$ cat src/sv/rgbhsv_pkg.sv
`default_nettype none

package rgbhsv_pkg;

	localparam int CH_W   = 8;
	localparam int HUE_W  = 9;
	localparam int PCT_W  = 7;

	localparam int NUM_W  = 15;
	localparam int QUO_W  = 7;

	localparam int LATENCY = 3 + QUO_W;

	localparam int DEG_SPAN   = 60;
	localparam int PCT_SCALE  = 100;
	localparam int HUE_WRAP   = 360;
	localparam int HUE_MAX    = 359;
	localparam int BASE_GREEN = 120;
	localparam int BASE_BLUE  = 240;

	localparam logic [1:0] SECT_RED   = 2'd0;
	localparam logic [1:0] SECT_GREEN = 2'd1;
	localparam logic [1:0] SECT_BLUE  = 2'd2;

	typedef struct packed {
		logic [1:0]       sector;
		logic             neg;
		logic             gray;
		logic             dark;
		logic [PCT_W-1:0] val;
	} side_t;

endpackage

`default_nettype wire

$ cat src/sv/rgbhsv_div.sv
`default_nettype none

module rgbhsv_div #(
	parameter int NUM_W = 15,
	parameter int DEN_W = 8,
	parameter int QUO_W = 7
) (
	input  wire logic             clk,
	input  wire logic [NUM_W-1:0] num,
	input  wire logic [DEN_W-1:0] den,
	output logic      [QUO_W-1:0] quo
);

	localparam int CMP_W = (NUM_W > DEN_W + QUO_W) ? NUM_W : DEN_W + QUO_W;

	logic [NUM_W-1:0] rem_s [QUO_W];
	logic [DEN_W-1:0] den_s [QUO_W];
	logic [QUO_W-1:0] quo_s [QUO_W];

	for (genvar k = 0; k < QUO_W; k++) begin : g_stage
		localparam int BIT = QUO_W - 1 - k;

		logic [NUM_W-1:0] rem_in;
		logic [DEN_W-1:0] den_in;
		logic [QUO_W-1:0] quo_in;
		logic [CMP_W-1:0] trial;
		logic [CMP_W-1:0] dsh;
		logic             fit;
		logic [QUO_W-1:0] quo_n;

		if (k == 0) begin : g_first
			assign rem_in = num;
			assign den_in = den;
			assign quo_in = '0;
		end else begin : g_next
			assign rem_in = rem_s[k-1];
			assign den_in = den_s[k-1];
			assign quo_in = quo_s[k-1];
		end

		assign trial = CMP_W'(rem_in);
		assign dsh   = CMP_W'(den_in) << BIT;
		assign fit   = trial >= dsh;

		always_comb begin
			quo_n      = quo_in;
			quo_n[BIT] = fit;
		end

		always_ff @(posedge clk) begin
			rem_s[k] <= fit ? NUM_W'(trial - dsh) : rem_in;
			den_s[k] <= den_in;
			quo_s[k] <= quo_n;
		end
	end

	assign quo = quo_s[QUO_W-1];

endmodule

`default_nettype wire

$ cat src/sv/rgb_to_hsv_pixel.sv
// a start beat reaches the done strobe through stage 1, stage 2, the divider stages and the done register
// throughput: one pixel per cycle; busy is never raised
// each quotient comes from a seven-stage restoring divider, one bit per stage
// the receiver cannot stall; done is high for exactly one cycle per result
// arst_n clears all valid bits and the done strobe; payload registers are not reset
`default_nettype none

module rgb_to_hsv_pixel (
	input  wire logic                      clk,
	input  wire logic                      arst_n,
	input  wire logic                      start,
	input  wire logic [rgbhsv_pkg::CH_W-1:0] red,
	input  wire logic [rgbhsv_pkg::CH_W-1:0] green,
	input  wire logic [rgbhsv_pkg::CH_W-1:0] blue,
	output logic                           busy,
	output logic                           done,
	output logic [rgbhsv_pkg::HUE_W-1:0]   hue_deg,
	output logic [rgbhsv_pkg::PCT_W-1:0]   sat_pct,
	output logic [rgbhsv_pkg::PCT_W-1:0]   val_pct
);

	import rgbhsv_pkg::*;

	logic            accept;
	logic [CH_W-1:0] hi;
	logic [CH_W-1:0] lo;
	logic [CH_W-1:0] minu;
	logic [CH_W-1:0] subt;
	logic [1:0]      sector;

	logic            valid_s1;
	logic [1:0]      sector_s1;
	logic            neg_s1;
	logic [CH_W-1:0] diff_s1;
	logic [CH_W-1:0] span_s1;
	logic [CH_W-1:0] hi_s1;

	logic             valid_s2;
	logic [1:0]       sector_s2;
	logic             neg_s2;
	logic             gray_s2;
	logic             dark_s2;
	logic [NUM_W-1:0] hnum_s2;
	logic [NUM_W-1:0] snum_s2;
	logic [CH_W-1:0]  span_s2;
	logic [CH_W-1:0]  hi_s2;
	logic [NUM_W-1:0] vmul_s2;

	logic [NUM_W:0]   vsum;
	side_t            side_in;
	logic             valid_s [QUO_W];
	side_t            side_s  [QUO_W];

	logic [QUO_W-1:0] hue_q;
	logic [QUO_W-1:0] sat_q;
	logic [HUE_W:0]   base;
	logic [HUE_W:0]   hraw;
	logic [HUE_W:0]   hwrap;
	side_t            side_o;

	assign busy   = 1'b0;
	assign accept = start && !busy;

	// stage 1: extremes, sector and channel difference
	always_comb begin
		hi = (red > green) ? red : green;
		hi = (hi > blue) ? hi : blue;
		lo = (red < green) ? red : green;
		lo = (lo < blue) ? lo : blue;
		priority if (blue == hi) begin
			sector = SECT_BLUE;
			minu   = red;
			subt   = green;
		end else if (green == hi) begin
			sector = SECT_GREEN;
			minu   = blue;
			subt   = red;
		end else begin
			sector = SECT_RED;
			minu   = green;
			subt   = blue;
		end
	end

	always_ff @(posedge clk or negedge arst_n) begin
		if (!arst_n) begin
			valid_s1 <= 1'b0;
		end else begin
			valid_s1 <= accept;
		end
	end

	always_ff @(posedge clk) begin
		sector_s1 <= sector;
		neg_s1    <= minu < subt;
		diff_s1   <= (minu < subt) ? subt - minu : minu - subt;
		span_s1   <= hi - lo;
		hi_s1     <= hi;
	end

	// stage 2: scale by constants
	always_ff @(posedge clk or negedge arst_n) begin
		if (!arst_n) begin
			valid_s2 <= 1'b0;
		end else begin
			valid_s2 <= valid_s1;
		end
	end

	always_ff @(posedge clk) begin
		sector_s2 <= sector_s1;
		neg_s2    <= neg_s1;
		gray_s2   <= span_s1 == '0;
		dark_s2   <= hi_s1 == '0;
		hnum_s2   <= NUM_W'(diff_s1 * NUM_W'(DEG_SPAN));
		snum_s2   <= NUM_W'(span_s1 * NUM_W'(PCT_SCALE));
		span_s2   <= span_s1;
		hi_s2     <= hi_s1;
		vmul_s2   <= NUM_W'(hi_s1 * NUM_W'(PCT_SCALE));
	end

	// divide by 255: (x + 1 + (x >> 8)) >> 8
	assign vsum = (NUM_W+1)'(vmul_s2) + (NUM_W+1)'(1) + (NUM_W+1)'(vmul_s2 >> 8);

	always_comb begin
		side_in.sector = sector_s2;
		side_in.neg    = neg_s2;
		side_in.gray   = gray_s2;
		side_in.dark   = dark_s2;
		side_in.val    = PCT_W'(vsum >> 8);
	end

	rgbhsv_div #(
		.NUM_W(NUM_W),
		.DEN_W(CH_W),
		.QUO_W(QUO_W)
	) u_hue_div (
		.clk(clk),
		.num(hnum_s2),
		.den(span_s2),
		.quo(hue_q)
	);

	rgbhsv_div #(
		.NUM_W(NUM_W),
		.DEN_W(CH_W),
		.QUO_W(QUO_W)
	) u_sat_div (
		.clk(clk),
		.num(snum_s2),
		.den(hi_s2),
		.quo(sat_q)
	);

	// side data rides alongside the divider stages
	for (genvar k = 0; k < QUO_W; k++) begin : g_side
		always_ff @(posedge clk or negedge arst_n) begin
			if (!arst_n) begin
				valid_s[k] <= 1'b0;
			end else begin
				valid_s[k] <= (k == 0) ? valid_s2 : valid_s[(k == 0) ? 0 : k-1];
			end
		end

		always_ff @(posedge clk) begin
			side_s[k] <= (k == 0) ? side_in : side_s[(k == 0) ? 0 : k-1];
		end
	end

	// final stage: hue assembly and wrap
	assign side_o = side_s[QUO_W-1];

	always_comb begin
		unique case (side_o.sector)
			SECT_BLUE:  base = (HUE_W+1)'(BASE_BLUE);
			SECT_GREEN: base = (HUE_W+1)'(BASE_GREEN);
			default:    base = '0;
		endcase
		hraw  = side_o.neg ? base - (HUE_W+1)'(hue_q) : base + (HUE_W+1)'(hue_q);
		hwrap = hraw[HUE_W] ? hraw + (HUE_W+1)'(HUE_WRAP) : hraw;
	end

	always_ff @(posedge clk or negedge arst_n) begin
		if (!arst_n) begin
			done <= 1'b0;
		end else begin
			done <= valid_s[QUO_W-1];
		end
	end

	always_ff @(posedge clk) begin
		hue_deg <= side_o.gray ? '0 : HUE_W'(hwrap);
		sat_pct <= side_o.dark ? '0 : PCT_W'(sat_q);
		val_pct <= side_o.val;
	end

endmodule

`default_nettype wire

$ cat config.mk
export PLATFORM = sky130hd
export DESIGN_NAME = rgb_to_hsv_pixel
export DESIGN_NICKNAME = d
export VERILOG_FILES = /design/src/sv/rgbhsv_pkg.sv /design/src/sv/rgbhsv_div.sv /design/src/sv/rgb_to_hsv_pixel.sv
export SDC_FILE = /design/constraint.sdc
export NUM_CORES = 1
export LEC_CHECK = 0
export BUFFER_PORTS_ARGS = -buffer_cell sky130_fd_sc_hd__buf_2
export CAP_MARGIN = 20
export CORE_AREA = 4 4 196 198
export CTS_BUF_LIST = sky130_fd_sc_hd__clkbuf_16
export DETAILED_ROUTE_END_ITERATION = 12
export DIE_AREA = 0 0 200 202
export PLACE_DENSITY = 0.76
export SLEW_MARGIN = 0
export SYNTH_ARGS = -nofsm -noshare
export SYNTH_HDL_FRONTEND = slang
export SYNTH_SLANG_ARGS = --single-unit
$ cat constraint.sdc
create_clock -name clk -period 7.1 [get_ports clk]
set_input_delay 1.42 -clock clk [delete_from_list [all_inputs] [get_ports clk]]
set_output_delay 1.42 -clock clk [all_outputs]
set_load 0.01 [all_outputs]
# Word level (Yosys, flattened, before mapping)
# Memories as Yosys holds them, arrays and structs flattened. A register that Yosys moved wholly into a read port is not among the register bits.
# Cells that the tools add are included.
[word_totals]
input_bits = 27
output_inout_bits = 25
reg_bits = 112
ramBits = 504
memories = 7
[classes]
n_mul = 3
addsub = 22
reduce_logical = 2
eq_ne = 4
magnitude_cmp = 19
mux = 27
[memory_table]
columns = ["name", "words", "width", "rd", "rd_ports_with_merged_regs", "wr", "line_no", "source"]
rows = [
  ["u_hue_div.rem_s", 7, 15, 6, 0, 7, "rgbhsv_div.sv:16", "logic [NUM_W-1:0] rem_s [QUO_W];"],
  ["u_sat_div.rem_s", 7, 15, 6, 0, 7, "rgbhsv_div.sv:16", ""],
  ["side_s", 7, 12, 7, 0, 7, "rgb_to_hsv_pixel.sv:52", "side_t side_s [QUO_W];"],
  ["u_hue_div.den_s", 7, 8, 6, 0, 7, "rgbhsv_div.sv:17", "logic [DEN_W-1:0] den_s [QUO_W];"],
  ["u_sat_div.den_s", 7, 8, 6, 0, 7, "rgbhsv_div.sv:17", ""],
  ["u_hue_div.quo_s", 7, 7, 7, 0, 7, "rgbhsv_div.sv:18", "logic [QUO_W-1:0] quo_s [QUO_W];"],
  ["1 more memories", "--", "--", "--", "--", "--", "--", ""],
]
[op_table]
columns = ["cell", "n"]
rows = [
  ["$mux W15", 14],
  ["$mux W8", 9],
  ["$ge A15 B10 Y1", 2],
  ["$ge A15 B11 Y1", 2],
  ["$ge A15 B12 Y1", 2],
  ["$ge A15 B13 Y1", 2],
  ["$ge A15 B8 Y1", 2],
  ["$ge A15 B9 Y1", 2],
  ["$sub A15 B10 Y15", 2],
  ["$sub A15 B11 Y15", 2],
  ["$sub A15 B12 Y15", 2],
  ["$sub A15 B13 Y15", 2],
  ["$sub A15 B8 Y15", 2],
  ["$sub A15 B9 Y15", 2],
  ["$mul A8 B5 Y13 const B", 2],
  ["$lt A8 B8 Y1", 3],
  ["$sub A8 B8 Y8", 3],
  ["$eq A8 B8 Y1", 2],
  ["$gt A8 B8 Y1", 2],
  ["$logic_not A8 Y1", 2],
  ["$pmux W8 S2", 1],
  ["$add A15 B1 Y15 const B", 1],
  ["$add A15 B7 Y15", 1],
  ["$ge A15 B14 Y1", 1],
  ["12 further kinds", 12],
]

# Depth between registers and ports, before layout
[logic_depth]
word_depth = 9
depth_mapped = 33
ltp_nobuf = 30

# Cells and area by module
# Synthesis repeated with hierarchy kept, for this count alone.
[hier_totals]
cells_unflattened = 2303
area_unflattened_um2 = 23206.0
[modules_own_cells]
columns = ["module", "area_each_um2", "seq_area_each_um2", "cells_per_inst", "instances"]
rows = [
  ["rgb_to_hsv_pixel", 9526.6, 3993.8, 929, 1],
  ["rgbhsv_div (u_hue_div)", 6925.4, 3323.2, 692, 1],
  ["rgbhsv_div (u_sat_div)", 6754.0, 3323.2, 682, 1],
]

# Least setup slack after synthesis
# No wires, ideal clock.
[synth_path]
kind = "input to register"
startpoint = "input port green[1] (netlist bit)"
endpoint = "register diff_s1[6]"
n_path_buf = 5
path_slack_ps = -766
arrival_ps = 7794
setup_ps = 72
path_stages = 29
cell_sequence = "inv_1 -> ha_1 -> nor2b_1 -> o211ai_1 -> a211oi_2 -> nor2_1 -> clkbuf_1 -> mux2_2 -> ha_1 -> nand2_1 -> o21a_1 -> o22ai_1 -> clkbuf_1 -> o21ai_0 -> a22oi_1 -> clkbuf_1 -> a21oi_1 -> o21a_1 -> ha_1 -> clkbuf_1 -> a21o_1 -> a21oi_1 -> o211ai_1 -> a21oi_1 -> clkbuf_1 -> mux2i_1 -> nand2_1 -> a221oi_1 -> xnor2_1"
[synth_between]
elab_chain_cells = 9
word_cells_on_any_way = 14
classes_between = "add/sub: 2; order compare: 3; eq/ne: 2; mux: 7"
[synth_lines]
columns = ["element", "line_no", "source"]
rows = [
  ["start, declared", "rgb_to_hsv_pixel.sv:13", "input wire logic [rgbhsv_pkg::CH_W-1:0] green,"],
  ["$gt A8 B8 Y1", "rgb_to_hsv_pixel.sv:66", "hi = (red > green) ? red : green;"],
  ["$mux W8", "rgb_to_hsv_pixel.sv:66", ""],
  ["$gt A8 B8 Y1", "rgb_to_hsv_pixel.sv:67", "hi = (hi > blue) ? hi : blue;"],
  ["$mux W8", "rgb_to_hsv_pixel.sv:67", ""],
  ["$eq A8 B8 Y1", "rgb_to_hsv_pixel.sv:74", "end else if (green == hi) begin"],
  ["$mux W8", "rgb_to_hsv_pixel.sv:74", ""],
  ["$mux W8", "rgb_to_hsv_pixel.sv:70", "priority if (blue == hi) begin"],
  ["$sub A8 B8 Y8 or $lt A8 B8 Y1 (tied branches)", "rgb_to_hsv_pixel.sv:96", "diff_s1 <= (minu < subt) ? subt - minu : minu - subt;"],
  ["$mux W8 (*)", "rgb_to_hsv_pixel.sv:96", ""],
  ["end signal, assigned", "rgb_to_hsv_pixel.sv:96", ""],
  ["end, declared", "rgb_to_hsv_pixel.sv:34", "logic [CH_W-1:0] diff_s1;"],
]
# Mark *: on every way between the ends. The rest lies on a longest branch, timed or not.
# A chain may end at the register's enable or synchronous reset.

# Worst setup path in the final report
[layout_path]
startpoint = "input port green[5] (netlist bit)"
endpoint = "register diff_s1[7]"
# The elaborated chain is that of the path after synthesis.

==> run_results.csv <==
group,metric,value,unit
status,status,"finished clean",
global_route,grt_pass1_wl,69320,um
clocking,path_clk_slew,0.06,ns
synthesis,async_flop_share,2.008,%
global_route,track_usage,20.49,%
drt,drt-initial-drc-count,601,
floorplan,die_y,202,um
synthesis,synth_edf_count,0,
setup_path,critPathLaunchType,"input port",
cells_and_area,fin_nets,2646,
timing,clock_skew,0.01531,ns
global_route,grt_max_degree,20,
setup_path,critical_path_buf_inv_count,4,
drt,drt-pass1-iter-count,4,
drt,wirelength,41450,um
synthesis,ys.flop_type,"dfxtp_1",
synthesis,yosys_warnings,0,
clocking,clk_path_buf_depth,3,
clocking,root_buffer,"clkbuf_16",
cells_and_area,area_delta_synth_final,13.09,%
global_route,use_met2,38.22,%
floorplan,ios,52,
clocking,htree_levels,2,
synthesis,syn-cell-area,21730,um^2
global_route,use_met1,22.71,%
synthesis,syn_nets,2517,
timing,max-slew-margin-rel,47.93,%
clocking,cts_num_sinks,498,
drt,num_vias,14950,
hold_path,hold_class,"flip-flop to flip-flop",
synthesis,syn_inst,2205,
clocking,clkLatencyLatePin,0.56,ns
timing,worst_slack,0.4108,ns
drt,drc,0,
global_route,grt_pass1_vias,15340,
placement,finalWeightedCongestion,0.9362,
synthesis,ys_types,65,
drt,antenna_left,0,
clocking,cts_inserted_buffers,49,
global_route,grt_util_met3,3.317,%
timing,finalCritPeriodShare,94.21,%
setup_path,crit_required,7.54,ns
setup_path,cpLargestDelayFamily,"compound AO/OA/AOI/OAI gates",
setup_path,path_class,"input port to flip-flop",
timing,setup_violations,0,
global_route,busiest_layer,"met2",
timing,hold_violations,0,
timing,fmax,149.5,MHz
setup_path,worstPathMaxFanout,6,
placement,place_ws,-0.2467,ns
floorplan,die_x,200,um
cells_and_area,antenna_cells,0,
timing,worst_pin_slew,0.7794,ns
setup_path,worstPathArrival,7.13,ns
floorplan,core,36520,um^2
clocking,holdBufCountCts,0,
floorplan,num_rows,70,
setup_path,cp_slowest_cell,"a211oi_2",
setup_path,cpPeakStageDelay,0.39,ns
synthesis,synth-seq-cells,498,
clocking,cts_tree,"done",
global_route,overflow,0,
timing,rsz0062_at_grt,"no",
placement,io_buffers,50,
setup_path,r2r_slack,3.78,ns
timing,fin_crit,6.689,ns
floorplan,die_area,40400,um^2
cells_and_area,drive_gt1_share,9.202,%
global_route,antenna_found_initial,0,
drt,via_per_inst,5.270,
floorplan,initial_utilization,59.50,%
timing,slew_violations,0,
cells_and_area,fill_cells,2778,
synthesis,yosysSeqAreaShare,46.11,%
setup_path,end_kind,"flip-flop",
job,cap_violations,0,
drt,wire_per_inst,14.61,um
placement,post-dp-hpwl,31720,um
synthesis,avgSynthCellArea,9.855,um^2
==> final timing paths <==
| check | from | depth (start not counted) | endpoint |
|---|---|---|---|
| worst max-delay path | green[5] | 30 | diff_s1[7]$_DFF_P_ |
| worst min-delay path | side_s[2][11]$_DFF_P_ | 0 | side_s[3][11]$_DFF_P_ |
| worst max register to register | diff_s1[2]$_DFF_P_ | 12 | hnum_s2[13]$_DFF_P_ |
| worst min register to register | side_s[2][11]$_DFF_P_ | 0 | side_s[3][11]$_DFF_P_ |
| max in group asynchronous | arst_n | 1 | valid_s2$_DFF_PN0_ |
| min in group asynchronous | arst_n | 1 | valid_s[1]$_DFF_PN0_ |
==> cells by family after synthesis <==
family,after synthesis,share of synthesized area [%]
compound gates,438,12.13
xor+xnor,144,5.804
fa+ha+maj,285,17.62
other cells,1,0.01726
buf+inv,305,5.286
simple gates,495,11.15
mux,39,1.889
flops,498,46.11
==> metrics by stage <==
stage	TNS [ns]	util (%)	cell area [um^2]	std cells	hold WS, ns
2_1_floorplan	0	-	21780	2205	0.3096
3_3_place_gp	-0.2953	62.72	22910	2748	0.3095
3_5_place_dp	-0.9093	62.72	22910	2748	0.3121
4_1_cts	0	67.15	24530	2834	0.3151
5_1_grt	0	67.29	24580	2837	0.3255
6_report	0	67.29	24580	2837	0.3131
==> cell usage in the layout (no fill, tap or decap), drive strengths merged, types with 9 or more instances in the layout <==
master  instances
dfxtp         488
inv           272
ha            250
nand2         142
a21oi         142
o21ai         138
nor2          134
buf           115
xnor2          88
xor2           56
nor2b          54
clkbuf         49
a21o           43
nand2b         37
fa             35
nor4           26
mux2i          23
nand4          21
o31ai          21
clkinv         21
o21a           20
o21bai         20
nand3          18
nor3           17
mux2           16
a21boi         11
dfrtp          10
a211oi          9
==> synth_stat cells (all sizes together) (18+ instances only) <==
cell type    n  area, um^2
dfxtp      488        9769
inv        266       998.5
ha         250        3128
a21oi      142       710.7
nand2      142       533.0
o21ai      138       690.7
nor2       134       505.5
xnor2       88       770.7
xor2        56       490.5
nor2b       54       340.3
a21o        43       322.8
nand2b      37       231.5
clkbuf      35       131.4
fa          35       700.7
nor4        26       162.7
mux2i       23       230.2
nand4       21       137.6
o31ai       21       171.4
o21a        20       150.1
o21bai      20       150.1
nand3       18       90.09
==> timing repair <==
item	in CTS	in global routing
gates resized for setup	0	8
setup endpoints to repair	0	4
buffers inserted	0	3
==> worst register-to-register path, delay by kind of cell (launching register included) <==
kind	cells	cell delay [ns]
flip-flops	1	0.47
XOR/XNOR	1	0.13
AO/OA/AOI/OAI	8	1.35
adder cells (fa/ha/maj)	3	1.29
==> sequential cells by signal, summed over array words and instances (netlist names), 8 cells and up <==
| register | count |
|---|---|
| u_sat_div.den_s | 48 |
| vmul_s2 | 10 |
| u_sat_div.quo_s | 28 |
| u_hue_div.den_s | 48 |
| span_s1 | 8 |
| diff_s1 | 8 |
| hi_s2 | 8 |
| hnum_s2 | 12 |
| u_hue_div.quo_s | 28 |
| snum_s2 | 10 |
| span_s2 | 8 |
| u_sat_div.rem_s | 70 |
| hue_deg | 9 |
| hi_s1 | 8 |
| side_s | 84 |
| u_hue_div.rem_s | 79 |
==> per-layer routing <==
| layer | wire length, um | vias up |
|---|---|---|
| met3 | 1406 | 113 |
| met5 | 0 | - |
| met4 | 1713 | 0 |
| met2 | 21160 | 265 |
| li1 | - | 7643 |
| met1 | 17170 | 6930 |
==> cell type report <==
class                           count  area (um^2)  area share (%)
Timing Repair Buffer              115        742.0           3.019
Multi-Input combinational cell   1402        10600           43.14
Inverter                          268         1006           4.093
Tap cell                          468        585.6           2.383
Clock inverter                     37        394.1           1.604
Sequential cell                   498        10020           40.77
Clock buffer                       49         1226           4.989
Power is left out: the tool's default activity adds up to more than one toggle a clock period on the data nets, which glitch-free logic cannot reach.
